==> src/hw/rtl/sha1_pkg.sv <==
// ----------------------------------------------------------------------------
// SHA-1 hasher package
// Shared constants, command and status types for the controller and datapath.
// ----------------------------------------------------------------------------
package sha1_pkg;

  localparam logic [4:0][31:0] H_INIT = {
    32'hC3D2E1F0, 32'h10325476, 32'h98BADCFE, 32'hEFCDAB89, 32'h67452301
  };

  localparam logic [7:0] PAD_MARK = 8'h80;

  localparam logic [6:0] LAST_ROUND = 7'd79;
  localparam logic [2:0] LAST_WORD  = 3'd4;

  // Source of the byte shifted into the block buffer.
  localparam logic [1:0] BSEL_INPUT = 2'd0;
  localparam logic [1:0] BSEL_MARK  = 2'd1;
  localparam logic [1:0] BSEL_ZERO  = 2'd2;
  localparam logic [1:0] BSEL_LEN   = 2'd3;

  typedef struct packed {
    logic       shift_byte;
    logic [1:0] byte_sel;
    logic       count_byte;
    logic       load_work;
    logic       round_en;
    logic [1:0] round_grp;
    logic       add_hash;
    logic       clear_msg;
    logic [2:0] word_idx;
  } cmd_t;

  typedef struct packed {
    logic pos_last;
    logic pos_lt56;
  } status_t;

  function automatic logic [31:0] round_k(input logic [1:0] grp);
    logic [31:0] k;
    unique case (grp)
      2'd0:    k = 32'h5A827999;
      2'd1:    k = 32'h6ED9EBA1;
      2'd2:    k = 32'h8F1BBCDC;
      default: k = 32'hCA62C1D6;
    endcase
    return k;
  endfunction

endpackage

==> src/hw/rtl/sha1_in_if.sv <==
// ----------------------------------------------------------------------------
// SHA-1 input channel
// Valid/ready channel carrying one message byte and its control flags.
// ----------------------------------------------------------------------------
interface sha1_in_if;
  logic       valid;
  logic       ready;
  logic [7:0] data_byte;
  logic       byte_present;
  logic       end_of_message;

  modport source (output valid, output data_byte, output byte_present,
                  output end_of_message, input ready);
  modport sink (input valid, input data_byte, input byte_present,
                input end_of_message, output ready);
endinterface

==> src/hw/rtl/sha1_out_if.sv <==
// ----------------------------------------------------------------------------
// SHA-1 result channel
// Valid/ready channel carrying one digest word with its index.
// ----------------------------------------------------------------------------
interface sha1_out_if;
  logic        valid;
  logic        ready;
  logic [31:0] digest_word;
  logic [2:0]  word_number;
  logic        last_word;

  modport source (output valid, output digest_word, output word_number,
                  output last_word, input ready);
  modport sink (input valid, input digest_word, input word_number,
                input last_word, output ready);
endinterface

==> src/hw/rtl/sha1_dp.sv <==
// ----------------------------------------------------------------------------
// SHA-1 datapath
// Block shift buffer, rolling schedule, round unit, chaining hash and length.
// ----------------------------------------------------------------------------
module sha1_dp (
  input  logic             clk,
  input  logic             rst_n,
  input  sha1_pkg::cmd_t   cmd,
  input  logic [7:0]       data_byte,
  output sha1_pkg::status_t status,
  output logic [31:0]      digest_word
);

  logic [511:0] blk_r, blk_nxt;
  logic [5:0]   pos_r, pos_nxt;
  logic [63:0]  len_r, len_nxt;
  logic [31:0]  h_r [5];
  logic [31:0]  h_nxt [5];
  logic [31:0]  a_r, b_r, c_r, d_r, e_r;
  logic [31:0]  a_nxt, b_nxt, c_nxt, d_nxt, e_nxt;
  logic [7:0]   byte_in;
  logic [31:0]  sched_x, sched_new, w0, f, tmp;

  assign status.pos_last = (pos_r == 6'd63);
  assign status.pos_lt56 = (pos_r[5:3] != 3'd7);

  always_comb begin
    unique case (cmd.byte_sel)
      sha1_pkg::BSEL_INPUT: byte_in = data_byte;
      sha1_pkg::BSEL_MARK:  byte_in = sha1_pkg::PAD_MARK;
      sha1_pkg::BSEL_ZERO:  byte_in = 8'h00;
      default:              byte_in = len_r[{~pos_r[2:0], 3'b000} +: 8];
    endcase
  end

  assign w0        = blk_r[511:480];
  assign sched_x   = blk_r[95:64] ^ blk_r[255:224] ^ blk_r[447:416] ^ w0;
  assign sched_new = {sched_x[30:0], sched_x[31]};

  always_comb begin
    unique case (cmd.round_grp)
      2'd0:    f = (b_r & c_r) | (~b_r & d_r);
      2'd2:    f = (b_r & c_r) | (b_r & d_r) | (c_r & d_r);
      default: f = b_r ^ c_r ^ d_r;
    endcase
  end

  assign tmp = {a_r[26:0], a_r[31:27]} + f + e_r + w0 + sha1_pkg::round_k(cmd.round_grp);

  always_comb begin
    blk_nxt = blk_r;
    pos_nxt = pos_r;
    len_nxt = len_r;
    a_nxt = a_r;
    b_nxt = b_r;
    c_nxt = c_r;
    d_nxt = d_r;
    e_nxt = e_r;
    for (int i = 0; i < 5; i++) begin
      h_nxt[i] = h_r[i];
    end
    if (cmd.shift_byte) begin
      blk_nxt = {blk_r[503:0], byte_in};
      pos_nxt = pos_r + 6'd1;
    end else if (cmd.round_en) begin
      blk_nxt = {blk_r[479:0], sched_new};
    end
    if (cmd.clear_msg) begin
      len_nxt = '0;
    end else if (cmd.count_byte) begin
      len_nxt = len_r + 64'd8;
    end
    if (cmd.load_work) begin
      a_nxt = h_r[0];
      b_nxt = h_r[1];
      c_nxt = h_r[2];
      d_nxt = h_r[3];
      e_nxt = h_r[4];
    end else if (cmd.round_en) begin
      a_nxt = tmp;
      b_nxt = a_r;
      c_nxt = {b_r[1:0], b_r[31:2]};
      d_nxt = c_r;
      e_nxt = d_r;
    end
    if (cmd.clear_msg) begin
      for (int i = 0; i < 5; i++) begin
        h_nxt[i] = sha1_pkg::H_INIT[i];
      end
    end else if (cmd.add_hash) begin
      h_nxt[0] = h_r[0] + a_r;
      h_nxt[1] = h_r[1] + b_r;
      h_nxt[2] = h_r[2] + c_r;
      h_nxt[3] = h_r[3] + d_r;
      h_nxt[4] = h_r[4] + e_r;
    end
  end

  always_ff @(posedge clk) begin
    if (!rst_n) begin
      pos_r <= '0;
      len_r <= '0;
      for (int i = 0; i < 5; i++) begin
        h_r[i] <= sha1_pkg::H_INIT[i];
      end
    end else begin
      pos_r <= pos_nxt;
      len_r <= len_nxt;
      for (int i = 0; i < 5; i++) begin
        h_r[i] <= h_nxt[i];
      end
    end
  end

  always_ff @(posedge clk) begin
    blk_r <= blk_nxt;
    a_r   <= a_nxt;
    b_r   <= b_nxt;
    c_r   <= c_nxt;
    d_r   <= d_nxt;
    e_r   <= e_nxt;
  end

  always_comb begin
    unique case (cmd.word_idx)
      3'd0:    digest_word = h_r[0];
      3'd1:    digest_word = h_r[1];
      3'd2:    digest_word = h_r[2];
      3'd3:    digest_word = h_r[3];
      3'd4:    digest_word = h_r[4];
      default: digest_word = h_r[0];
    endcase
  end

endmodule

==> src/hw/rtl/sha1_ctrl.sv <==
// ----------------------------------------------------------------------------
// SHA-1 controller
// Sequences byte intake, padding, the 80 rounds and the digest word readout.
// ----------------------------------------------------------------------------
module sha1_ctrl (
  input  logic              clk,
  input  logic              rst_n,
  input  logic              in_valid,
  input  logic              in_byte_present,
  input  logic              in_end_of_message,
  output logic              in_ready,
  output logic              out_valid,
  input  logic              out_ready,
  output logic [2:0]        word_number,
  output logic              last_word,
  input  sha1_pkg::status_t status,
  output sha1_pkg::cmd_t    cmd
);

  localparam logic [2:0] ST_IDLE  = 3'd0;
  localparam logic [2:0] ST_PAD   = 3'd1;
  localparam logic [2:0] ST_ROUND = 3'd2;
  localparam logic [2:0] ST_ADD   = 3'd3;
  localparam logic [2:0] ST_OUT   = 3'd4;

  logic [2:0] state_r, state_nxt;
  logic [6:0] rnd_r, rnd_nxt;
  logic [2:0] word_r, word_nxt;
  logic       eom_r, eom_nxt;
  logic       pad_r, pad_nxt;
  logic       mark_r, mark_nxt;
  logic       lenok_r, lenok_nxt;
  logic [1:0] grp;

  always_comb begin
    priority if (rnd_r < 7'd20) begin
      grp = 2'd0;
    end else if (rnd_r < 7'd40) begin
      grp = 2'd1;
    end else if (rnd_r < 7'd60) begin
      grp = 2'd2;
    end else begin
      grp = 2'd3;
    end
  end

  assign word_number = word_r;
  assign last_word   = (word_r == sha1_pkg::LAST_WORD);

  always_comb begin
    state_nxt = state_r;
    rnd_nxt   = rnd_r;
    word_nxt  = word_r;
    eom_nxt   = eom_r;
    pad_nxt   = pad_r;
    mark_nxt  = mark_r;
    lenok_nxt = lenok_r;
    cmd       = '0;
    cmd.byte_sel  = sha1_pkg::BSEL_INPUT;
    cmd.round_grp = grp;
    cmd.word_idx  = word_r;
    in_ready  = 1'b0;
    out_valid = 1'b0;
    unique case (state_r)
      ST_IDLE: begin
        in_ready = 1'b1;
        if (in_valid) begin
          if (in_byte_present) begin
            cmd.shift_byte = 1'b1;
            cmd.count_byte = 1'b1;
          end
          if (in_byte_present && status.pos_last) begin
            state_nxt     = ST_ROUND;
            cmd.load_work = 1'b1;
            rnd_nxt       = '0;
            eom_nxt       = in_end_of_message;
          end else if (in_end_of_message) begin
            state_nxt = ST_PAD;
            pad_nxt   = 1'b1;
            mark_nxt  = 1'b0;
            lenok_nxt = 1'b0;
          end
        end
      end
      ST_PAD: begin
        cmd.shift_byte = 1'b1;
        if (!mark_r) begin
          cmd.byte_sel = sha1_pkg::BSEL_MARK;
          mark_nxt     = 1'b1;
          lenok_nxt    = status.pos_lt56;
        end else if (lenok_r && !status.pos_lt56) begin
          cmd.byte_sel = sha1_pkg::BSEL_LEN;
        end else begin
          cmd.byte_sel = sha1_pkg::BSEL_ZERO;
        end
        if (status.pos_last) begin
          state_nxt     = ST_ROUND;
          cmd.load_work = 1'b1;
          rnd_nxt       = '0;
        end
      end
      ST_ROUND: begin
        cmd.round_en = 1'b1;
        if (rnd_r == sha1_pkg::LAST_ROUND) begin
          state_nxt = ST_ADD;
          rnd_nxt   = '0;
        end else begin
          rnd_nxt = rnd_r + 7'd1;
        end
      end
      ST_ADD: begin
        cmd.add_hash = 1'b1;
        if (pad_r) begin
          if (lenok_r) begin
            state_nxt = ST_OUT;
            word_nxt  = '0;
          end else begin
            state_nxt = ST_PAD;
            lenok_nxt = 1'b1;
          end
        end else if (eom_r) begin
          state_nxt = ST_PAD;
          eom_nxt   = 1'b0;
          pad_nxt   = 1'b1;
          mark_nxt  = 1'b0;
          lenok_nxt = 1'b0;
        end else begin
          state_nxt = ST_IDLE;
        end
      end
      ST_OUT: begin
        out_valid = 1'b1;
        if (out_ready) begin
          if (word_r == sha1_pkg::LAST_WORD) begin
            cmd.clear_msg = 1'b1;
            state_nxt     = ST_IDLE;
            pad_nxt       = 1'b0;
            word_nxt      = '0;
          end else begin
            word_nxt = word_r + 3'd1;
          end
        end
      end
      default: begin
        state_nxt = ST_IDLE;
      end
    endcase
  end

  always_ff @(posedge clk) begin
    if (!rst_n) begin
      state_r <= ST_IDLE;
      rnd_r   <= '0;
      word_r  <= '0;
      eom_r   <= 1'b0;
      pad_r   <= 1'b0;
      mark_r  <= 1'b0;
      lenok_r <= 1'b0;
    end else begin
      state_r <= state_nxt;
      rnd_r   <= rnd_nxt;
      word_r  <= word_nxt;
      eom_r   <= eom_nxt;
      pad_r   <= pad_nxt;
      mark_r  <= mark_nxt;
      lenok_r <= lenok_nxt;
    end
  end

  a_rnd_range: assert property (@(posedge clk) disable iff (!rst_n)
    rnd_r <= sha1_pkg::LAST_ROUND)
    else $error("Round counter ran past the last round.");

  a_no_overlap: assert property (@(posedge clk) disable iff (!rst_n)
    !(in_ready && out_valid))
    else $error("Input and result channels are open at once.");

  a_rounds_to_add: assert property (@(posedge clk) disable iff (!rst_n)
    (state_r == ST_ROUND && rnd_r == sha1_pkg::LAST_ROUND) |=> (state_r == ST_ADD))
    else $error("Hash update did not follow the last round.");

  a_last_to_idle: assert property (@(posedge clk) disable iff (!rst_n)
    (out_valid && out_ready && last_word) |=> (in_ready && !pad_r))
    else $error("Block did not return to idle after the final digest word.");

endmodule

==> src/hw/rtl/sha1_byte_stream_hasher.sv <==
// ----------------------------------------------------------------------------
// SHA-1 byte stream hasher
// Hashes a byte message and returns the five digest words H0 through H4.
// ----------------------------------------------------------------------------
//  Channel  Direction  Payload                                  Transfer
//  in_if    sink       data_byte, byte_present, end_of_message  valid && ready
//  out_if   source     digest_word, word_number, last_word      valid && ready
//
// A message byte is taken on each transfer while the block is idle.
// The 64th byte of a block starts the rounds and the hash update, during which
// no transfer is taken; the block has a single round unit.
// End of message shifts padding bytes one per cycle up to the block end,
// compresses one or two blocks, then offers five digest words.
// A stalled result holds the block; no new input is taken until the last word.
// Reset is synchronous and restores the initial hash and a zero length.
module sha1_byte_stream_hasher (
  input logic         clk,
  input logic         rst_n,
  sha1_in_if.sink     in_if,
  sha1_out_if.source  out_if
);

  sha1_pkg::cmd_t    cmd;
  sha1_pkg::status_t status;

  sha1_ctrl u_ctrl (
    .clk               (clk),
    .rst_n             (rst_n),
    .in_valid          (in_if.valid),
    .in_byte_present   (in_if.byte_present),
    .in_end_of_message (in_if.end_of_message),
    .in_ready          (in_if.ready),
    .out_valid         (out_if.valid),
    .out_ready         (out_if.ready),
    .word_number       (out_if.word_number),
    .last_word         (out_if.last_word),
    .status            (status),
    .cmd               (cmd)
  );

  sha1_dp u_dp (
    .clk         (clk),
    .rst_n       (rst_n),
    .cmd         (cmd),
    .data_byte   (in_if.data_byte),
    .status      (status),
    .digest_word (out_if.digest_word)
  );

endmodule

==> src/flat_wrapper.sv <==
// flat-port wrapper written by rule: the top's interface ports become plain ports
module sha1_byte_stream_hasher_flat 
  (clk, rst_n, in_if_valid, in_if_data_byte, in_if_byte_present, in_if_end_of_message, in_if_ready, out_if_valid, out_if_digest_word, out_if_word_number, out_if_last_word, out_if_ready);
  sha1_in_if in_if_i ();
  sha1_out_if out_if_i ();
  input logic clk;
  input logic rst_n;
  input wire logic [$bits(in_if_i.valid)-1:0] in_if_valid;
  input wire logic [$bits(in_if_i.data_byte)-1:0] in_if_data_byte;
  input wire logic [$bits(in_if_i.byte_present)-1:0] in_if_byte_present;
  input wire logic [$bits(in_if_i.end_of_message)-1:0] in_if_end_of_message;
  output wire logic [$bits(in_if_i.ready)-1:0] in_if_ready;
  output wire logic [$bits(out_if_i.valid)-1:0] out_if_valid;
  output wire logic [$bits(out_if_i.digest_word)-1:0] out_if_digest_word;
  output wire logic [$bits(out_if_i.word_number)-1:0] out_if_word_number;
  output wire logic [$bits(out_if_i.last_word)-1:0] out_if_last_word;
  input wire logic [$bits(out_if_i.ready)-1:0] out_if_ready;
  assign in_if_i.valid = in_if_valid;
  assign in_if_i.data_byte = in_if_data_byte;
  assign in_if_i.byte_present = in_if_byte_present;
  assign in_if_i.end_of_message = in_if_end_of_message;
  assign in_if_ready = in_if_i.ready;
  assign out_if_valid = out_if_i.valid;
  assign out_if_digest_word = out_if_i.digest_word;
  assign out_if_word_number = out_if_i.word_number;
  assign out_if_last_word = out_if_i.last_word;
  assign out_if_i.ready = out_if_ready;
  sha1_byte_stream_hasher u_core (.clk(clk), .rst_n(rst_n), .in_if(in_if_i), .out_if(out_if_i));
endmodule
==> config.mk <==
export PLATFORM = sky130hd
export DESIGN_NAME = sha1_byte_stream_hasher_flat
export DESIGN_NICKNAME = d
export VERILOG_FILES = /design/src/hw/rtl/sha1_pkg.sv /design/src/hw/rtl/sha1_in_if.sv /design/src/hw/rtl/sha1_out_if.sv /design/src/hw/rtl/sha1_dp.sv /design/src/hw/rtl/sha1_ctrl.sv /design/src/hw/rtl/sha1_byte_stream_hasher.sv /design/src/flat_wrapper.sv
export SDC_FILE = /design/constraint.sdc
export NUM_CORES = 2
export LEC_CHECK = 0
export BUFFER_PORTS_ARGS = -buffer_cell sky130_fd_sc_hd__buf_2
export CORE_AREA = 2 2 306 308
export CTS_CLUSTER_SIZE = 14
export DETAILED_ROUTE_END_ITERATION = 10
export DIE_AREA = 0 0 308 310
export PLACE_DENSITY_LB_ADDON = 0.08
export SYNTH_ARGS = -nofsm -noshare
export SYNTH_HDL_FRONTEND = slang
export SYNTH_HIERARCHICAL = 1
export SYNTH_SLANG_ARGS = --single-unit
==> constraint.sdc <==
create_clock -name clk -period 9.3 [get_ports clk]
set_clock_uncertainty 0.15 [all_clocks]
set_input_delay 1.395 -clock clk [delete_from_list [all_inputs] [get_ports clk]]
set_output_delay 1.395 -clock clk [all_outputs]
set_load 0.005 [all_outputs]
# Word level (Yosys, flattened, before mapping)
# Memory sizes are Yosys's and may differ from the RTL's.
# Cells that the tools add are included.
# word_totals
regBits,759
ramBits,160
input_bits,14
out_inout_bits,38
wordCells,192
mem_count,1
# mem_list
name,words,width,read_ports,rd_ports_with_merged_regs,wr,line,rtl
u_core.u_dp.h_r,5,32,5,0,5,sha1_dp.sv:17,logic [31:0] h_r [5];
# classes
addsub,13
order_cmp,3
eq_ne,30
shifts,1
muxes,88
bitwise_logic,20
reduce_logical,21
# op_table
operator,n
2-to-1 mux 512 bit,2
2-to-1 mux 32 bit,15
2-to-1 mux 160 bit,2
adder 32 bit,9
XOR 32 bit,5
bitwise AND 32 bit,4
case mux 32 bit (4 select lines),1
OR 32 bit,3
case mux 32 bit (3 select lines),1
"adder 64 x 4 -> 64 bit, second input constant",1
case mux 32 bit (2 select lines),1
indexed part select 64 x 7 -> 8 bit,1
2-to-1 mux 3 bit,13
2-to-1 mux 1 bit,34
NOT 32 bit,1
2-to-1 mux 7 bit,4
"inequality test 2 bit, second input constant",13
case mux 8 bit (3 select lines),1
AND reduction 6 bit,4
case mux 7 bit (3 select lines),1
case mux 3 bit (5 select lines),1
"< comparator 7 x 6 -> 1 bit, second input constant",2
"equality test 3 x 2 -> 1 bit, second input constant",4
AND reduction 4 bit,3
other kinds (25),50

# Logic depth before layout (Yosys ltp)
# depth
depth_word,12
mapped_depth,26
ltp_nobuf,25

# Hierarchy
# The synthesis kept the hierarchy.
# modules_own_cells
mod,instances,cells_per_inst,area_each_um2
sha1_dp,1,4687,51759.6
sha1_ctrl,1,149,1188.6

# Least setup slack after synthesis
# Ideal clock, no wire load.
# synth_path
kind,input port to flip-flop
start,input in_if_valid
end,"register u_core.u_dp.blk_r[0], enable pin"
setup_time_ns,0.668
arrival_ns,8.645
required_ns,8.482
slack_ns,-0.163
path_stages,6
path_buffers,3
path_cell_list,a21oi_1 nor3_1 clkbuf_1 clkbuf_1 clkbuf_1 or2_2
# synth_rtl
element,line,rtl
"start, declared",flat_wrapper.sv:8,input wire logic [$bits(in_if_i.valid)-1:0] in_if_valid;
"end signal, assigned",sha1_dp.sv:116,blk_r <= blk_nxt;
"end, declared",sha1_dp.sv:14,"logic [511:0] blk_r, blk_nxt;"

==> run_summary.xml <==
<?xml version="1.0" encoding="UTF-8"?>
<metrics>
  <group name="sta">
    <metric name="setup_viol_count_final" unit="">0</metric>
    <metric name="period_needed" unit="ns">7.23</metric>
    <metric name="finalHoldViolCount" unit="">0</metric>
    <metric name="worst_slew_margin_rel" unit="%">21.9</metric>
    <metric name="setup_slack" unit="ns">2.07</metric>
    <metric name="achievable-frequency" unit="GHz">0.138</metric>
    <metric name="final-max-slew-violation-count" unit="">0</metric>
    <metric name="grt_setup_unrepaired" unit="">false</metric>
    <metric name="finalHoldWorstSlack" unit="ns">0.354</metric>
    <metric name="totalNegativeSetupSlack" unit="ns">0</metric>
    <metric name="final_critical_path_share_of_the_clock_period" unit="%">77.8</metric>
    <metric name="tightestPinTransition" unit="ns">1.16</metric>
  </group>
  <group name="power_and_ir_drop">
    <metric name="max-vdd-ir-drop" unit="mV">0.201</metric>
    <metric name="comb_power_share" unit="%">13.8</metric>
    <metric name="power.density_cell_area" unit="nW/um^2">184</metric>
    <metric name="clock_power_share" unit="%">38.2</metric>
    <metric name="internal_power" unit="uW">7940</metric>
    <metric name="p_leak" unit="uW">0.0218</metric>
    <metric name="seq_power_share" unit="%">48.0</metric>
    <metric name="power.share.switching" unit="%">25.0</metric>
    <metric name="power.switching" unit="uW">2650</metric>
  </group>
  <group name="floorplanning">
    <metric name="chipHeight" unit="um">310</metric>
    <metric name="die_w" unit="um">308</metric>
    <metric name="initial_core_util" unit="%">57.2</metric>
    <metric name="design.die.area" unit="sq um">95500</metric>
    <metric name="core_area" unit="sq um">92500</metric>
    <metric name="boundaryPins" unit="">52</metric>
    <metric name="core.rowCount" unit="">112</metric>
  </group>
  <group name="clock_network">
    <metric name="clkSlewWorstSetupHoldPaths" unit="ns">0.06</metric>
    <metric name="cts_tree" unit="">built</metric>
    <metric name="h_tree_depth" unit="">3</metric>
    <metric name="holdBufCountCts" unit="">0</metric>
    <metric name="clk_path_buf_depth" unit="">3</metric>
    <metric name="post-cts-setup-buffers" unit="">0</metric>
    <metric name="cts.repair.resized" unit="">0</metric>
    <metric name="numCtsBuffers" unit="">101</metric>
    <metric name="insertion_delay" unit="ns">0.69</metric>
    <metric name="numClockSinks" unit="">916</metric>
    <metric name="cts.root.buffer_cell" unit="">clkbuf_16</metric>
  </group>
  <group name="global_routing">
    <metric name="grt_first_pass_wirelength" unit="um">206000</metric>
    <metric name="gr-total-overflow" unit="">0</metric>
    <metric name="grt_antenna_before_repair" unit="">0</metric>
    <metric name="gr-usage-all-layers" unit="%">27.8</metric>
    <metric name="grt_max_degree" unit="">242</metric>
    <metric name="first_global_vias" unit="">35000</metric>
  </group>
  <group name="worst_hold_path">
    <metric name="holdPathStages" unit="">2</metric>
    <metric name="min_from" unit="">u_core/u_dp/len_r[57]</metric>
    <metric name="hold_path_end" unit="">u_core/u_dp/len_r[57]</metric>
    <metric name="class_of_the_worst_hold_path" unit="">register to register</metric>
  </group>
  <group name="route">
    <metric name="detail_route.first_pass.iterations" unit="">8</metric>
    <metric name="avgRoutedWirePerCell" unit="um">21.8</metric>
    <metric name="vias" unit="">36400</metric>
    <metric name="number_of_design_rule_violations_left_by_the_first_detailed_router_iteration" unit="">3345</metric>
    <metric name="ant_nets_after_route" unit="">0</metric>
    <metric name="finalWirelength" unit="um">133000</metric>
    <metric name="remaining_drc_errors" unit="">0</metric>
    <metric name="detail_route.vias_per_cell" unit="">5.98</metric>
  </group>
  <group name="flow_run">
    <metric name="drv_cap" unit="">0</metric>
  </group>
  <group name="placed_design">
    <metric name="post-dp-hpwl" unit="um">94600</metric>
    <metric name="placement.io_buffers" unit="">51</metric>
    <metric name="dp.cells" unit="">5905</metric>
    <metric name="pre_cts_slack" unit="ns">2.14</metric>
    <metric name="place_congestion" unit="">0.992</metric>
  </group>
  <group name="final_layout">
    <metric name="finish.utilization" unit="%">62.2</metric>
    <metric name="layout.filler_cells" unit="">7680</metric>
    <metric name="instances_no_fill" unit="">6095</metric>
    <metric name="antenna_cells" unit="">0</metric>
    <metric name="drive_gt1_share" unit="%">15.9</metric>
    <metric name="commonest_non_fill_non_tap_cells_in_the_layout" unit="">edfxtp_1 (672), mux2_2 (499), nand2_1 (459)</metric>
    <metric name="layout.cells.most_common" unit="">edfxtp_1</metric>
    <metric name="areaGrowthSynthToFinish" unit="%">8.71</metric>
    <metric name="num-nets-final" unit="">5150</metric>
  </group>
  <group name="yosys">
    <metric name="synthesis.yosys.warnings" unit="">6</metric>
    <metric name="synth.top_cell.area_share" unit="%">38.1</metric>
    <metric name="synth.top_cells.by_area" unit="">edfxtp_1 (38%), mux2_2 (11%), dfxtp_1 (9.2%)</metric>
    <metric name="yosys_register_bits" unit="">916</metric>
    <metric name="synth.largest_area_cell" unit="">edfxtp_1</metric>
    <metric name="async_reset_ff_share" unit="%">0</metric>
    <metric name="post_synth.cell_area_avg" unit="sq um">10.9</metric>
    <metric name="seq_area_frac_synth" unit="%">47.3</metric>
    <metric name="synthFlopType" unit="">edfxtp_1</metric>
    <metric name="synth.net_count" unit="">5175</metric>
    <metric name="synth_cells" unit="">4836</metric>
    <metric name="post_synth_instance_area" unit="sq um">52900</metric>
    <metric name="post_synth_num_cell_types" unit="">86</metric>
    <metric name="synth-edff-count" unit="">672</metric>
  </group>
  <group name="setup_path">
    <metric name="setup.reg_to_reg.worst_slack" unit="ns">2.07</metric>
    <metric name="crit_path_top_delay_cell" unit="">fa_1</metric>
    <metric name="startpoint_type" unit="">register</metric>
    <metric name="timing_worst_setup_path_type" unit="">register to register</metric>
    <metric name="timing.critical_path.arrival" unit="ns">7.51</metric>
    <metric name="max_stage_delay" unit="ns">0.46</metric>
    <metric name="critical_path.endpoint_type" unit="">register</metric>
    <metric name="worst_r2r_startpoint" unit="">u_core/u_ctrl/rnd_r[5]</metric>
    <metric name="worst-r2r-cell-count" unit="">28</metric>
    <metric name="cp_data_required_time" unit="ns">9.58</metric>
    <metric name="reg2reg_to" unit="">u_core/u_dp/a_r[31]</metric>
    <metric name="crit_path_max_fanout" unit="">33</metric>
    <metric name="crit_top_cell" unit="">inv_1</metric>
  </group>
  <group name="outcome">
    <metric name="status" unit="">finished, final reports clean</metric>
  </group>
</metrics>
-- flip-flops by register name (all words and copies together) (netlist names), 7 cells and up --
signal and cells:
u_core/u_dp/blk_r 512, u_core/u_dp/h_r 160, u_core/u_dp/len_r 61, u_core/u_dp/a_r 32, u_core/u_dp/b_r 32, u_core/u_dp/c_r 32, u_core/u_dp/d_r 32, u_core/u_dp/e_r 32
u_core/u_ctrl/rnd_r 7
-- metrics by stage --
stage	total power [uW]	cell area, sq um
detailed placement	6620	54200
floorplan	6270	53000
global route	11000	57600
CTS	10700	57600
global placement	6590	54200
finish	10600	57600
-- area by class of cell --
class                           count  area (sq um)  area share, %
Inverter                          386          1460           2.54
Multi-Input combinational cell   3321         25600           44.6
Timing Repair Buffer               85           573          0.996
Sequential cell                   916         25100           43.5
Clock buffer                      139          2770           4.82
Tap cell                         1197          1500           2.60
Clock inverter                     51           546          0.948
-- worst max-delay path by stage --
| stage | endpoint | cells past startpoint | startpoint |
|---|---|---|---|
| finish | u_core/u_dp/a_r[31] | 28 | u_core/u_ctrl/rnd_r[5] |
| global route | u_core/u_dp/a_r[31] | 27 | u_core/u_ctrl/rnd_r[5] |
| detailed placement | u_core/u_dp/a_r[31] | 27 | u_core/u_ctrl/rnd_r[5] |
| CTS | u_core/u_dp/a_r[31] | 27 | u_core/u_ctrl/rnd_r[5] |
| floorplan | u_core/u_dp/blk_r[0] | 6 | in_if_valid |
| global placement | u_core/u_dp/a_r[31] | 28 | u_core/u_ctrl/rnd_r[5] |
-- cell families after synthesis --
| group | share of synthesized area, % |
|---|---|
| AOI/OAI and AO/OA | 11.8 |
| xor gates and xnor gates | 4.86 |
| adders and majority gates | 9.47 |
| buffers and inverters | 4.31 |
| DFF | 47.3 |
| muxes | 12.5 |
| and+or+nand+nor | 9.65 |
-- Yosys cell counts (13+ instances only) --
master,number
mux2i_1,72
xnor2_1,198
inv_1,385
o221ai_1,24
mux2_2,499
nand2_1,459
o31ai_1,24
and2_1,25
o211ai_1,22
o21bai_1,22
clkbuf_1,185
o21ai_0,357
mux4_2,13
nor2_1,261
nand3_1,95
o22ai_1,17
and3_1,33
nand2b_1,24
a211oi_1,30
a22oi_1,66
a21oi_1,218
fa_1,125
nor2b_1,35
buf_1,18
dfxtp_1,244
ha_1,200
nor3_1,57
or3_1,25
a31oi_1,17
nand4_1,35
xor2_1,96
edfxtp_1,672
o21a_1,24
a21o_1,86
-- power groups by stage --
| stage | Clock (uW) | Combinational [uW] | Sequential, uW |
|---|---|---|---|
| detailed placement | 0 | 1450 | 5170 |
| CTS | 4140 | 1470 | 5090 |
| global route | 4290 | 1630 | 5120 |
| global placement | 0 | 1430 | 5160 |
| finish | 4040 | 1460 | 5080 |
| floorplan | 0 | 1180 | 5090 |
-- worst max-delay path: cells and delay by family (launching register included) --
family / cells / cell delay (ns)
flops: 1 / 0.39
simple gates: 3 / 0.42
fa+ha+maj: 6 / 1.95
compound gates: 11 / 2.79
buf+inv: 8 / 1.19
-- routing by layer --
metal | part of all wire [%] | track usage [%] | wire length (um)
met4 | 3.3 | 9.97 | 4430
met5 | 0 | 0 | 0
met3 | 6.0 | 3.73 | 7980
met2 | 45 | 43.2 | 59900
met1 | 45 | 39.9 | 60300
Note: power is estimated with default switching activity, not from simulation.
